File: src/rtl/udsn_pkg.sv
`default_nettype none
// ----------------------------------------------------------------------------
// udsn_pkg
// shared constants, types and control structs of the dot-segment normalizer
// ----------------------------------------------------------------------------
package udsn_pkg;

    localparam int PATH_LIMIT  = 4096;
    localparam int STACK_DEPTH = 32;

    localparam int FIELD_W   = 12;
    localparam int POS_W     = FIELD_W + 1;
    localparam int FIELD_MAX = (1 << FIELD_W) - 1;
    localparam int POS_SAT   = 1 << FIELD_W;
    localparam int ADDR_W    = $clog2(STACK_DEPTH);
    localparam int COUNT_W   = $clog2(STACK_DEPTH + 1);
    localparam int TOTAL_W   = FIELD_W + 1;
    localparam int CFG_ADDR_W = 3;

    localparam logic [7:0] CH_SLASH = 8'h2F;
    localparam logic [7:0] CH_DOT   = 8'h2E;

    localparam logic [CFG_ADDR_W-3:0] REG_ROOT_LENGTH = '0;

    typedef enum logic [1:0] {
        DOT_OTHER,
        DOT_ONE,
        DOT_TWO
    } t_dot;

    typedef enum logic [2:0] {
        ST_BYTES,
        ST_SUM,
        ST_SUM_END,
        ST_EMIT_RD,
        ST_EMIT_LD,
        ST_EMPTY
    } t_state;

    typedef struct packed {
        logic take;        // byte transfer this cycle
        logic sum_rd;      // read stack entry for the length sum
        logic emit_rd;     // read stack entry for a descriptor
        logic load_seg;    // load segment descriptor into output register
        logic load_empty;  // load the empty-path descriptor
        logic idx_clr;
        logic idx_inc;
        logic clear;       // return path state to its reset values
    } t_cmd;

    typedef struct packed {
        logic count_zero;
        logic idx_last;
        logic out_free;
    } t_status;

endpackage : udsn_pkg
`default_nettype wire

File: src/rtl/udsn_ctrl.sv
`default_nettype none
// ----------------------------------------------------------------------------
// udsn_ctrl
// sequencer: byte intake, length-sum pass and descriptor emission pass
// ----------------------------------------------------------------------------
module udsn_ctrl
    import udsn_pkg::*;
(
    input  wire logic    i_clk,
    input  wire logic    i_rst_n,
    input  wire logic    i_valid,
    input  wire logic    i_end_of_path,
    input  wire t_status i_status,
    output logic         o_ready,
    output t_cmd         o_cmd
);

    t_state r_state;
    t_state n_state;

    always_ff @(posedge i_clk) begin
        if (!i_rst_n) begin
            r_state <= ST_BYTES;
        end else begin
            r_state <= n_state;
        end
    end

    // next state
    always_comb begin
        n_state = r_state;
        unique case (r_state)
            ST_BYTES: begin
                if (i_valid && i_end_of_path) begin
                    n_state = ST_SUM;
                end
            end
            ST_SUM: begin
                if (i_status.count_zero) begin
                    n_state = ST_EMPTY;
                end else if (i_status.idx_last) begin
                    n_state = ST_SUM_END;
                end
            end
            ST_SUM_END: begin
                n_state = ST_EMIT_RD;
            end
            ST_EMIT_RD: begin
                n_state = ST_EMIT_LD;
            end
            ST_EMIT_LD: begin
                if (i_status.out_free) begin
                    n_state = i_status.idx_last ? ST_BYTES : ST_EMIT_RD;
                end
            end
            ST_EMPTY: begin
                if (i_status.out_free) begin
                    n_state = ST_BYTES;
                end
            end
            default: begin
                n_state = ST_BYTES;
            end
        endcase
    end

    // outputs
    always_comb begin
        o_cmd   = '0;
        o_ready = 1'b0;
        unique case (r_state)
            ST_BYTES: begin
                o_ready    = 1'b1;
                o_cmd.take = i_valid;
            end
            ST_SUM: begin
                if (!i_status.count_zero) begin
                    o_cmd.sum_rd = 1'b1;
                    if (i_status.idx_last) begin
                        o_cmd.idx_clr = 1'b1;
                    end else begin
                        o_cmd.idx_inc = 1'b1;
                    end
                end
            end
            ST_SUM_END: begin
            end
            ST_EMIT_RD: begin
                o_cmd.emit_rd = 1'b1;
            end
            ST_EMIT_LD: begin
                if (i_status.out_free) begin
                    o_cmd.load_seg = 1'b1;
                    if (i_status.idx_last) begin
                        o_cmd.clear   = 1'b1;
                        o_cmd.idx_clr = 1'b1;
                    end else begin
                        o_cmd.idx_inc = 1'b1;
                    end
                end
            end
            ST_EMPTY: begin
                if (i_status.out_free) begin
                    o_cmd.load_empty = 1'b1;
                    o_cmd.clear      = 1'b1;
                    o_cmd.idx_clr    = 1'b1;
                end
            end
            default: begin
            end
        endcase
    end

endmodule : udsn_ctrl
`default_nettype wire

File: src/rtl/udsn_datapath.sv
`default_nettype none
// ----------------------------------------------------------------------------
// udsn_datapath
// segment scanner, segment stack memory, length accumulator, output register
// ----------------------------------------------------------------------------
module udsn_datapath
    import udsn_pkg::*;
(
    input  wire logic               i_clk,
    input  wire logic               i_rst_n,
    input  wire t_cmd               i_cmd,
    input  wire logic [7:0]         i_path_byte,
    input  wire logic               i_end_of_path,
    input  wire logic [FIELD_W-1:0] i_root_length,
    input  wire logic               i_ready,
    output t_status                 o_status,
    output logic                    o_valid,
    output logic [FIELD_W-1:0]      o_segment_offset,
    output logic [FIELD_W-1:0]      o_segment_length,
    output logic                    o_no_segments,
    output logic                    o_too_long,
    output logic                    o_stack_overflow,
    output logic                    o_last_segment
);

    // path scan state
    logic [POS_W-1:0]   r_pos;
    logic [FIELD_W-1:0] r_start;
    logic               r_prev_slash;
    t_dot               r_dot;
    logic [COUNT_W-1:0] r_count;
    logic               r_overflow;
    logic               r_url_long;

    // stack memory: {offset, length}
    logic [2*FIELD_W-1:0] r_stack [STACK_DEPTH];
    logic [2*FIELD_W-1:0] r_rd_word;
    logic [ADDR_W-1:0]    r_idx;
    logic                 r_acc_en;
    logic [TOTAL_W-1:0]   r_total;

    logic [FIELD_W-1:0] n_start;
    t_dot               n_dot;
    logic               w_pos_nz;
    logic               w_is_slash;
    logic               w_is_dot;
    logic               w_close_mid;
    logic               w_close;
    logic [POS_W-1:0]   w_end;
    logic [POS_W-1:0]   w_start_ext;
    logic [POS_W-1:0]   w_len_raw;
    logic [FIELD_W-1:0] w_len;
    logic               w_drop;
    logic               w_pop;
    logic               w_full;
    logic [TOTAL_W:0]   w_sum;
    logic               w_tl;

    assign w_pos_nz    = (r_pos != '0);
    assign w_is_slash  = (i_path_byte == CH_SLASH);
    assign w_is_dot    = (i_path_byte == CH_DOT);
    assign w_close_mid = w_is_slash && !r_prev_slash;
    assign w_close     = i_cmd.take && w_pos_nz
                         && (w_close_mid || (i_end_of_path && !w_is_slash));
    assign w_full      = (r_count >= COUNT_W'(STACK_DEPTH));

    always_comb begin
        n_start = r_start;
        n_dot   = r_dot;
        if (!w_is_slash) begin
            if (r_prev_slash) begin
                n_start = (r_pos > POS_W'(FIELD_MAX)) ? FIELD_W'(FIELD_MAX)
                                                     : r_pos[FIELD_W-1:0];
                n_dot   = w_is_dot ? DOT_ONE : DOT_OTHER;
            end else begin
                n_dot   = (r_dot == DOT_ONE && w_is_dot) ? DOT_TWO : DOT_OTHER;
            end
        end
    end

    // segment end and length
    always_comb begin
        if (w_close_mid) begin
            w_end = r_pos;
        end else if (r_pos >= POS_W'(POS_SAT)) begin
            w_end = POS_W'(POS_SAT);
        end else begin
            w_end = r_pos + POS_W'(1);
        end
        w_start_ext = {1'b0, n_start};
        w_len_raw   = (w_end > w_start_ext) ? (w_end - w_start_ext) : '0;
        w_len       = (w_len_raw > POS_W'(FIELD_MAX)) ? FIELD_W'(FIELD_MAX)
                                                     : w_len_raw[FIELD_W-1:0];
        w_drop      = (n_dot == DOT_ONE) && (w_len == FIELD_W'(1));
        w_pop       = (n_dot == DOT_TWO) && (w_len == FIELD_W'(2));
    end

    always_ff @(posedge i_clk) begin
        if (!i_rst_n || i_cmd.clear) begin
            r_pos        <= '0;
            r_start      <= FIELD_W'(1);
            r_prev_slash <= 1'b1;
            r_dot        <= DOT_OTHER;
            r_count      <= '0;
            r_overflow   <= 1'b0;
        end else if (i_cmd.take) begin
            if (w_pos_nz) begin
                r_start      <= n_start;
                r_dot        <= n_dot;
                r_prev_slash <= w_is_slash;
            end
            if (w_close && !w_drop) begin
                if (w_pop) begin
                    if (r_count != '0) begin
                        r_count <= r_count - COUNT_W'(1);
                    end
                end else if (w_full) begin
                    r_overflow <= 1'b1;
                end else begin
                    r_count <= r_count + COUNT_W'(1);
                end
            end
            if (!i_end_of_path && r_pos < POS_W'(POS_SAT)) begin
                r_pos <= r_pos + POS_W'(1);
            end
        end
    end

    // stack write on push, registered read for sum and emission
    always_ff @(posedge i_clk) begin
        if (i_cmd.take && w_close && !w_drop && !w_pop && !w_full) begin
            r_stack[r_count[ADDR_W-1:0]] <= {n_start, w_len};
        end
        if (i_cmd.sum_rd || i_cmd.emit_rd) begin
            r_rd_word <= r_stack[r_idx];
        end
    end

    always_ff @(posedge i_clk) begin
        if (!i_rst_n || i_cmd.idx_clr) begin
            r_idx <= '0;
        end else if (i_cmd.idx_inc) begin
            r_idx <= r_idx + ADDR_W'(1);
        end
    end

    // saturating length sum, seeded with the root length
    assign w_sum = {1'b0, r_total} + (TOTAL_W + 1)'(1)
                   + (TOTAL_W + 1)'(r_rd_word[FIELD_W-1:0]);

    always_ff @(posedge i_clk) begin
        if (!i_rst_n) begin
            r_acc_en <= 1'b0;
        end else begin
            r_acc_en <= i_cmd.sum_rd;
        end
    end

    always_ff @(posedge i_clk) begin
        if (i_cmd.take && i_end_of_path) begin
            r_total    <= TOTAL_W'(i_root_length);
            r_url_long <= (r_pos >= POS_W'(POS_SAT));
        end else if (r_acc_en) begin
            r_total <= (w_sum >= (TOTAL_W + 1)'(PATH_LIMIT)) ? TOTAL_W'(PATH_LIMIT)
                                                             : w_sum[TOTAL_W-1:0];
        end
    end

    assign w_tl = r_url_long || (r_total >= TOTAL_W'(PATH_LIMIT));

    // output register
    always_ff @(posedge i_clk) begin
        if (!i_rst_n) begin
            o_valid <= 1'b0;
        end else if (i_cmd.load_seg || i_cmd.load_empty) begin
            o_valid <= 1'b1;
        end else if (i_ready) begin
            o_valid <= 1'b0;
        end
    end

    always_ff @(posedge i_clk) begin
        if (i_cmd.load_seg) begin
            o_segment_offset <= r_rd_word[2*FIELD_W-1:FIELD_W];
            o_segment_length <= r_rd_word[FIELD_W-1:0];
            o_no_segments    <= 1'b0;
            o_too_long       <= w_tl;
            o_stack_overflow <= r_overflow;
            o_last_segment   <= o_status.idx_last;
        end else if (i_cmd.load_empty) begin
            o_segment_offset <= '0;
            o_segment_length <= '0;
            o_no_segments    <= 1'b1;
            o_too_long       <= w_tl;
            o_stack_overflow <= r_overflow;
            o_last_segment   <= 1'b1;
        end
    end

    assign o_status.count_zero = (r_count == '0);
    assign o_status.idx_last   = ((COUNT_W'(r_idx) + COUNT_W'(1)) == r_count);
    assign o_status.out_free   = !o_valid || i_ready;

endmodule : udsn_datapath
`default_nettype wire

File: src/rtl/url_path_dot_segment_normalizer_top.sv
`default_nettype none
// ----------------------------------------------------------------------------
// url_path_dot_segment_normalizer_top
// removes dot segments from a url path and emits the kept segments
// ----------------------------------------------------------------------------
//
//  channel   | handshake          | payload
//  ----------+--------------------+-------------------------------------------
//  path in   | i_valid / o_ready  | i_path_byte, i_end_of_path
//  segs out  | o_valid / i_ready  | o_segment_offset, o_segment_length, flags
//  config    | apb psel/penable   | root_length at byte address 0
//
//  path bytes are taken one per cycle while no end of path is pending
//  after the final byte: one sum pass over the N kept segments, then a
//  read and a load per descriptor from the single-port segment stack;
//  an empty path loads the empty-path descriptor instead
//  the next path is taken as soon as the last descriptor is loaded, while
//  it may still wait in the output register
//  reset is synchronous, active low; the stack memory needs no clearing
//  since only entries below the stack count are read
//
module url_path_dot_segment_normalizer_top
    import udsn_pkg::*;
(
    input  wire logic                  i_clk,
    input  wire logic                  i_rst_n,
    // path byte channel
    input  wire logic                  i_valid,
    output logic                       o_ready,
    input  wire logic [7:0]            i_path_byte,
    input  wire logic                  i_end_of_path,
    // segment descriptor channel
    output logic                       o_valid,
    input  wire logic                  i_ready,
    output logic [FIELD_W-1:0]         o_segment_offset,
    output logic [FIELD_W-1:0]         o_segment_length,
    output logic                       o_no_segments,
    output logic                       o_too_long,
    output logic                       o_stack_overflow,
    output logic                       o_last_segment,
    // configuration port
    input  wire logic                  psel,
    input  wire logic                  penable,
    input  wire logic                  pwrite,
    input  wire logic [CFG_ADDR_W-1:0] paddr,
    input  wire logic [31:0]           pwdata,
    output logic [31:0]                prdata,
    output logic                       pready
);

    t_cmd               w_cmd;
    t_status            w_status;
    logic [FIELD_W-1:0] r_root_length;
    logic               w_reg_hit;

    // register decode: word index from the upper address bits
    assign w_reg_hit = (paddr[CFG_ADDR_W-1:2] == REG_ROOT_LENGTH);
    assign pready    = 1'b1;
    assign prdata    = w_reg_hit ? {{(32 - FIELD_W){1'b0}}, r_root_length} : '0;

    // write on the access phase of a transfer
    always_ff @(posedge i_clk) begin
        if (!i_rst_n) begin
            r_root_length <= '0;
        end else if (psel && penable && pwrite && pready && w_reg_hit) begin
            r_root_length <= pwdata[FIELD_W-1:0];
        end
    end

    // sequencer
    udsn_ctrl u_ctrl (
        .i_clk         (i_clk),
        .i_rst_n       (i_rst_n),
        .i_valid       (i_valid),
        .i_end_of_path (i_end_of_path),
        .i_status      (w_status),
        .o_ready       (o_ready),
        .o_cmd         (w_cmd)
    );

    // scanner, stack and output register
    udsn_datapath u_datapath (
        .i_clk            (i_clk),
        .i_rst_n          (i_rst_n),
        .i_cmd            (w_cmd),
        .i_path_byte      (i_path_byte),
        .i_end_of_path    (i_end_of_path),
        .i_root_length    (r_root_length),
        .i_ready          (i_ready),
        .o_status         (w_status),
        .o_valid          (o_valid),
        .o_segment_offset (o_segment_offset),
        .o_segment_length (o_segment_length),
        .o_no_segments    (o_no_segments),
        .o_too_long       (o_too_long),
        .o_stack_overflow (o_stack_overflow),
        .o_last_segment   (o_last_segment)
    );

    // the final byte of a path stops intake for at least the next cycle
    a_end_stops_intake : assert property (
        @(posedge i_clk) disable iff (!i_rst_n)
        (i_valid && o_ready && i_end_of_path) |=> !o_ready
    ) else $error("path intake continued after end of path");

    // a run is still being emitted while a non-final descriptor waits
    a_run_blocks_intake : assert property (
        @(posedge i_clk) disable iff (!i_rst_n)
        (o_valid && !o_last_segment) |-> !o_ready
    ) else $error("path intake open in the middle of a descriptor run");

    // the empty-path descriptor is a single, zero descriptor
    a_empty_descriptor : assert property (
        @(posedge i_clk) disable iff (!i_rst_n)
        (o_valid && o_no_segments) |->
            (o_last_segment && o_segment_length == '0 && o_segment_offset == '0)
    ) else $error("malformed empty-path descriptor");

endmodule : url_path_dot_segment_normalizer_top
`default_nettype wire

File: config.mk
export PLATFORM = sky130hd
export DESIGN_NAME = url_path_dot_segment_normalizer_top
export DESIGN_NICKNAME = d
export VERILOG_FILES = /design/src/rtl/udsn_pkg.sv /design/src/rtl/udsn_ctrl.sv /design/src/rtl/udsn_datapath.sv /design/src/rtl/url_path_dot_segment_normalizer_top.sv
export SDC_FILE = /design/constraint.sdc
export NUM_CORES = 1
export LEC_CHECK = 0
export BUFFER_PORTS_ARGS = -buffer_cell sky130_fd_sc_hd__buf_2
export CORE_MARGIN = 2
export CORE_UTILIZATION = 35
export CTS_BUF_LIST = sky130_fd_sc_hd__clkbuf_4 sky130_fd_sc_hd__clkbuf_8 sky130_fd_sc_hd__clkbuf_16
export CTS_CLUSTER_SIZE = 30
export DETAILED_ROUTE_END_ITERATION = 7
export PLACE_DENSITY = 0.52
export SYNTH_ARGS = -nofsm -noshare
export SYNTH_HDL_FRONTEND = slang
export SYNTH_SLANG_ARGS = --single-unit
File: constraint.sdc
create_clock -name i_clk -period 14.8 [get_ports i_clk]
set_input_delay 0.74 -clock i_clk [delete_from_list [all_inputs] [get_ports i_clk]]
set_output_delay 0.74 -clock i_clk [all_outputs]
set_load 0.005 [all_outputs]
== Word level (Yosys, flattened, before mapping) ==
Memory sizes are Yosys's and may differ from the RTL's. A register that Yosys moved wholly into a read port is not among the register bits.
Index checks and enable logic that the tools add are counted.

* Reduce and logical (&&, ||, !) cells: 45
* Multiplexer cells: 54
* $lt $le $gt $ge: 8
* Bitwise logic cells: 2
* Equality and inequality tests: 19
* Add/subtract/negate cells: 8

{| class="wikitable"
|+ Operator list
! cell !! number
|-
| two-way mux 12 bit || 10
|-
| two-way mux 13 bit || 4
|-
| >= comparator 13 bit, second input constant || 2
|-
| > comparator 13 x 12 -> 1 bit, second input constant || 2
|-
| two-way mux 1 bit || 21
|-
| logical AND 1 bit || 18
|-
| two-way mux 3 bit || 6
|-
| two-way mux 6 bit || 3
|-
| one-hot mux 3 bit (6 select lines) || 1
|-
| equality test 8 x 6 -> 1 bit, second input constant || 2
|-
| adder 13 x 1 -> 14 bit, second input constant || 1
|-
| adder 14 x 12 -> 14 bit || 1
|-
| >= comparator 14 x 13 -> 1 bit, second input constant || 1
|-
| adder 13 x 1 -> 13 bit, second input constant || 1
|-
| > comparator 13 x 12 -> 1 bit || 1
|-
| < comparator 13 bit, second input constant || 1
|-
| nonzero test 13 bit || 1
|-
| subtractor 13 x 12 -> 13 bit || 1
|-
| equality test 12 x 1 -> 1 bit, second input constant || 1
|-
| equality test 12 x 2 -> 1 bit, second input constant || 1
|-
| two-way mux 2 bit || 6
|-
| AND reduction 4 bit || 3
|-
| logical NOT 1 bit || 8
|-
| != test 2 x 1 -> 1 bit, second input constant || 4
|-
| 22 further kinds || 36
|}

* Memories kept: 1
* Logic and storage cells: 157
* Output and inout bits: 63
* Bits in writable memories: 768
* Bits of input ports: 51
* Register bits: 99

{| class="wikitable"
|+ Memories
! name !! words !! width !! read ports !! clocked after Yosys merged registers in !! write ports !! line !! text
|-
| u_datapath.r_stack || 32 || 24 || 1 || 1 || 1 || udsn_datapath.sv:36 || <nowiki>logic [2*FIELD_W-1:0] r_stack [STACK_DEPTH];</nowiki>
|}

== Longest topological paths before layout ==
* Depth after elaboration: 16
* Mapped depth: 30
* Depth with buffers taken out: 29

== Hierarchy ==
A second synthesis with hierarchy kept.

* Cell total of the unflattened synthesis: 1943
* Area, all modules: 36580.1 µm²

{| class="wikitable"
|+ Modules (own cells, without submodules)
! module !! times used !! cells each !! sequential area each (µm²) !! area each (µm²)
|-
| udsn_datapath || 1 || 1809 || 25864.8 || 35512.8
|-
| url_path_dot_segment_normalizer_top || 1 || 89 || 240.2 || 742.0
|-
| udsn_ctrl || 1 || 45 || 60.1 || 325.3
|}

== Least setup slack after synthesis ==
Ideal clock, no wire load.

* Path kind: input port to flip-flop
* From: input i_path_byte[1]
* To: register u_datapath.r_count[5]
* Library setup time: 0.115 ns
* Buffers on the path: 1
* Slack: 7.878 ns
* Arrival time: 6.806 ns
* Required time: 14.685 ns
* Stages: 26
* Cell sequence: and3_1 and2_1 a21oi_1 nor2_1 a21oi_1 inv_1 ha_1 clkbuf_2 o21a_1 o31ai_2 a211oi_2 o41ai_4 o21a_1 o221a_4 inv_1 nor4_1 ha_1 a21o_1 a21oi_1 o21bai_1 a21oi_1 xnor2_1 a21oi_1 a21bo_1 o32a_1 and3_1

* Elaborated cells between the ends (all ways): 31
* Those cells by class: add/sub (1); order compare (2); eq/ne (8); mux (9); reduce/logical (11)

{| class="wikitable"
|+ RTL lines
! what !! line !! text
|-
| start, declared || url_path_dot_segment_normalizer_top.sv:30 || <nowiki>input wire logic [7:0] i_path_byte,</nowiki>
|-
| equality test 8 x 6 -> 1 bit (*) || udsn_datapath.sv:60 || <nowiki>assign w_is_slash = (i_path_byte == CH_SLASH);</nowiki>
|-
| two-way mux 12 bit (*) || udsn_datapath.sv:70 || <nowiki>if (!w_is_slash) begin</nowiki>
|-
| named net u_datapath.n_start[2] || udsn_datapath.sv:42 || <nowiki>logic [FIELD_W-1:0] n_start;</nowiki>
|-
| subtractor 13 x 12 -> 13 bit or > comparator 13 x 12 -> 1 bit (tied branches) || udsn_datapath.sv:91 || <nowiki>w_len_raw = (w_end > w_start_ext) ? (w_end - w_start_ext) : '0;</nowiki>
|-
| two-way mux 13 bit (*) || udsn_datapath.sv:91 ||
|-
| > comparator 13 x 12 -> 1 bit || udsn_datapath.sv:92 || <nowiki>w_len = (w_len_raw > POS_W'(FIELD_MAX)) ? FIELD_W'(FIELD_MAX)</nowiki>
|-
| two-way mux 12 bit (*) || udsn_datapath.sv:92 ||
|-
| equality test 12 x 1 -> 1 bit || udsn_datapath.sv:94 || <nowiki>w_drop = (n_dot == DOT_ONE) && (w_len == FIELD_W'(1));</nowiki>
|-
| logical AND 1 bit || udsn_datapath.sv:94 ||
|-
| logical NOT 1 bit || udsn_datapath.sv:112 || <nowiki>if (w_close && !w_drop) begin</nowiki>
|-
| logical AND 1 bit || udsn_datapath.sv:112 ||
|-
| AND reduction 4 bit (no source line) || n/a ||
|-
| end signal, assigned || udsn_datapath.sv:115 || <nowiki>r_count <= r_count - COUNT_W'(1);</nowiki>
|-
| end signal, assigned || udsn_datapath.sv:120 || <nowiki>r_count <= r_count + COUNT_W'(1);</nowiki>
|-
| end, declared || udsn_datapath.sv:31 || <nowiki>logic [COUNT_W-1:0] r_count;</nowiki>
|}

Mark *: on every way through the listed nets, which the timed path passes. The rest lies on a longest branch.
A chain may end at the register's enable or synchronous reset.

== Worst setup path after layout ==
* From: register u_datapath.r_pos[4]
* To: register u_datapath.r_count[5]

* Word-level cells in the longest chain between the ends: 13
* Elaborated cells between the ends (all ways): 26
* Those cells by class: add/sub (2); order compare (4); eq/ne (4); mux (8); reduce/logical (8)

{| class="wikitable"
|+ Ends and longest elaborated chain
! what !! line !! text
|-
| start, declared || udsn_datapath.sv:27 || <nowiki>logic [POS_W-1:0] r_pos;</nowiki>
|-
| start signal, assigned || udsn_datapath.sv:124 || <nowiki>r_pos <= r_pos + POS_W'(1);</nowiki>
|-
| > comparator 13 x 12 -> 1 bit (*) || udsn_datapath.sv:72 || <nowiki>n_start = (r_pos > POS_W'(FIELD_MAX)) ? FIELD_W'(FIELD_MAX)</nowiki>
|-
| two-way mux 12 bit (*) || udsn_datapath.sv:72 ||
|-
| two-way mux 12 bit (*) || udsn_datapath.sv:71 || <nowiki>if (r_prev_slash) begin</nowiki>
|-
| two-way mux 12 bit (*) || udsn_datapath.sv:70 ||
|-
| named net u_datapath.n_start[0] || udsn_datapath.sv:42 ||
|-
| subtractor 13 x 12 -> 13 bit or > comparator 13 x 12 -> 1 bit (tied branches) || udsn_datapath.sv:91 ||
|-
| two-way mux 13 bit (*) || udsn_datapath.sv:91 ||
|-
| > comparator 13 x 12 -> 1 bit || udsn_datapath.sv:92 ||
|-
| two-way mux 12 bit (*) || udsn_datapath.sv:92 ||
|-
| equality test 12 x 1 -> 1 bit || udsn_datapath.sv:94 ||
|-
| logical AND 1 bit || udsn_datapath.sv:94 ||
|-
| logical NOT 1 bit || udsn_datapath.sv:112 ||
|-
| logical AND 1 bit || udsn_datapath.sv:112 ||
|-
| AND reduction 4 bit (no source line) || n/a ||
|}

Marks and branches as above.

==> results.json <==
{
  "avgSynthCellArea_um2": 18.6,
  "max_freq_ghz": 0.121,
  "grt_max_degree": 140,
  "crit_fanout": 33,
  "drtIter0Drc": 1992,
  "min_period_ps": 8270,
  "ctsResizeCount": 0,
  "dr.pass1.iters": 6,
  "grt_pass1_vias": 18900,
  "drive_above_1_share": 0.290,
  "numPortBuffers": 70,
  "hold_end": "r_root_length[11]",
  "critPathSlowestCell": "nor4_1",
  "power.density_nw_per_um2": 148,
  "ys_warn_count": 0,
  "synth_top_family_by_area": "multiplexers",
  "diodes": 0,
  "numCtsBuffers": 95,
  "regToRegSetupSlack_ps": 6530,
  "area_growth_pct": 15.2,
  "hold_buffers": 0,
  "maxCapViolCount": 0,
  "status": "finished clean",
  "crit_type": "register to register",
  "clkTransAtPathRegs_ps": 60,
  "synth_edf_count": 832,
  "worst_slack_ps": 6530,
  "cp.arrival_ps": 8820,
  "seqCellArea_um2": 26200,
  "synthAdderAreaFrac": 0.0122,
  "antenna_found_initial": 4,
  "ir_drop_mv": 0.100,
  "coreArea_um2": 104000,
  "design_area_um2": 42100,
  "slew_viol_final": 0,
  "antenna_left": 0,
  "fin_skew_ps": 26.2,
  "htreeDepth": 3,
  "viasPerCell": 5.36,
  "grt_usage": 0.173,
  "leakagePower_uw": 0.0135,
  "synthArstFlopShare": 0,
  "clock_latency_ps": 660,
  "max_slew_margin": 0.191,
  "setup_viol": 0,
  "nets": 2166,
  "initial_core_util": 0.353,
  "holdPathStages": 3,
  "clock-root-buffer": "clkbuf_16",
  "seq_area_frac_synth": 0.715,
  "grt_pass1_wl_mm": 134,
  "gp_congestion": 0.866,
  "hold_path_class": "input pin to register",
  "cts_tree": "done",
  "die_x_um": 327,
  "endpoint_kind": "register",
  "synthXorXnorAreaFrac": 0.00790,
  "hpwl_mm": 52.6,
  "multi_input_area_um2": 10100,
  "synth_compound_area_frac": 0.0375,
  "fp.dieH_um": 327,
  "pin_count": 114,
  "synth-simple-area-share": 0.0489,
  "routed_wl_mm": 92.3,
  "cts_num_sinks": 891,
  "critPathRequiredTime_ps": 15350,
  "synth_cell_types": 88,
  "grt_setup_unrepaired": "false",
  "vias": 19000,
  "start_kind": "register",
  "final_hold_viol_count": 0,
  "r2r-start": "u_datapath.r_pos[4]",
  "synthesis.area_um2": 36600,
  "postCtsSetupBuffers": 0,
  "nFillCells": 9259,
  "avgRoutedWirePerCell_um": 26.1,
  "fp.dieArea_um2": 107000,
  "hold_start": "pwdata[11]",
  "tns_ps": 0,
  "synth.area.mux_share": 0.158,
  "grt_overflow_total": 0,
  "worstRegToRegCells": 28,
  "worst_pin_slew_ps": 1210,
  "ys_seq_elements": 891,
  "rows": 118,
  "cts_max_path_buffers": 3,
  "timing.final.crit_share": 0.559,
  "worst_path_largest_cell_delay_ps": 820,
  "place_area_um2": 38900,
  "synth_ff_type": "edfxtp_1",
  "r2r_end": "u_datapath.r_count[5]",
  "syn-instance-count": 1964,
  "place_ws_ps": 6130,
  "drcViolationCount": 0
}
## logic make-up (layout without fill, tap and decap cells)
kind of cell / count (synthesis) / in the layout
buffers and inverters: 164 / 338
multiplexers: 274 / 274
flip-flops: 891 / 891
XOR/XNOR: 33 / 33
adder cells (fa/ha/maj): 34 / 34
AND/OR/NAND/NOR: 369 / 369
other: 2 / 21
AO/OA/AOI/OAI: 197 / 197
## cell usage after synthesis, types with 10 or more instances
library cell / instances / area, um2
and3_1: 29 / 181
buf_2: 17 / 85.1
dfxtp_1: 59 / 1180
mux4_2: 240 / 5410
mux2_2: 24 / 270
ha_1: 31 / 388
nand3_1: 27 / 135
clkbuf_1: 65 / 244
a21boi_0: 14 / 105
buf_4: 22 / 165
nor2b_1: 22 / 138
mux2i_1: 10 / 100
inv_1: 34 / 128
nor2_1: 119 / 447
a21oi_1: 60 / 300
buf_1: 22 / 82.6
o21ai_0: 30 / 150
nor3_1: 23 / 115
xnor2_1: 24 / 210
edfxtp_1: 832 / 25000
nand2_1: 93 / 349
o22ai_1: 15 / 93.8
## how the worst max path moves through the flow
stage | from | depth (start not counted) | to
2_1_floorplan | i_path_byte[1] | 26 | u_datapath.r_count[5]
3_3_place_gp | u_datapath.r_pos[4] | 30 | u_datapath.r_count[5]
3_5_place_dp | u_datapath.r_pos[0] | 28 | u_datapath.r_count[5]
4_1_cts | u_datapath.r_pos[4] | 28 | u_datapath.r_count[5]
5_1_grt | u_datapath.r_pos[0] | 30 | u_datapath.r_count[5]
6_report | u_datapath.r_pos[4] | 28 | u_datapath.r_count[5]
## worst max-delay path: cells and delay by family (launching register included)
family / cells / cell delay, ps
buffers and inverters: 1 / 60
AOI/OAI and AO/OA: 11 / 3160
and+or+nand+nor: 11 / 2690
xor gates and xnor gates: 2 / 560
adders and majority gates: 3 / 1150
DFF: 1 / 530
## per-layer routing
| layer | routed length [um] | GRT usage | up-vias |
|---|---|---|---|
| met5 | 0 | 0 | - |
| met2 | 44900 | 0.283 | 616 |
| met4 | 2030 | 0.0434 | 0 |
| met1 | 40200 | 0.241 | 10100 |
| li1 | - | - | 8135 |
| met3 | 5240 | 0.0267 | 137 |
## power breakdown
| part | internal [uW] | switching [uW] | leakage, uW | total, uW |
|---|---|---|---|---|
| Combinational | 232 | 527 | 0.00376 | 759 |
| Sequential | 3050 | 19.8 | 0.00812 | 3070 |
| Clock | 1440 | 976 | 0.00160 | 2420 |
| Total | 4720 | 1520 | 0.0135 | 6240 |
## registers in the layout (all words and copies together), names as in the netlist
| name | cells |
|---|---|
| u_datapath.r_stack | 768 |
| u_datapath.r_rd_word | 24 |
| u_datapath.r_pos | 13 |
| u_datapath.r_total | 13 |
| r_root_length | 12 |
| u_datapath.o_segment_length | 12 |
| u_datapath.o_segment_offset | 12 |
| u_datapath.r_start | 12 |
| u_datapath.r_count | 6 |
| u_datapath.r_idx | 5 |
| u_ctrl.r_state | 3 |
| u_datapath.r_dot | 2 |
| u_datapath.o_last_segment | 1 |
| u_datapath.o_no_segments | 1 |
| u_datapath.o_stack_overflow | 1 |
| u_datapath.o_too_long | 1 |
| u_datapath.o_valid | 1 |
| u_datapath.r_acc_en | 1 |
| u_datapath.r_overflow | 1 |
| u_datapath.r_prev_slash | 1 |
| u_datapath.r_url_long | 1 |
## final cells by class
class	count	share of cell area
clock inverters	57	0.0151
clock buffers	116	0.0607
multi-input cells	928	0.239
well taps	1380	0.0410
inverters	36	0.00327
flip-flops and latches	891	0.621
repair buffers	129	0.0196
## cell usage in the layout (no fill, tap or decap), types with 23 or more instances in the layout
cell type / instances
nand3_1: 27
xnor2_1: 24
a21oi_1: 44
buf_2: 70
edfxtp_1: 832
dfxtp_1: 55
o21ai_0: 30
nand2_1: 93
ha_1: 31
clkbuf_16: 96
nor2_4: 31
nor3_1: 23
inv_1: 33
mux4_2: 240
nor2_1: 88
buf_4: 56
and3_1: 29
mux2_2: 24
## through the flow
stage               power [uW]  hold WS [ps]  cells   util
floorplan                 3570           409   1983      -
global placement          3840           435   3363  0.375
detailed placement        3880           465   3363  0.375
CTS                       6300           319   3536  0.406
global route              6460           349   3537  0.407
finish                    6240           363   3537  0.407
No activity file was read; power rests on OpenSTA's default activity.
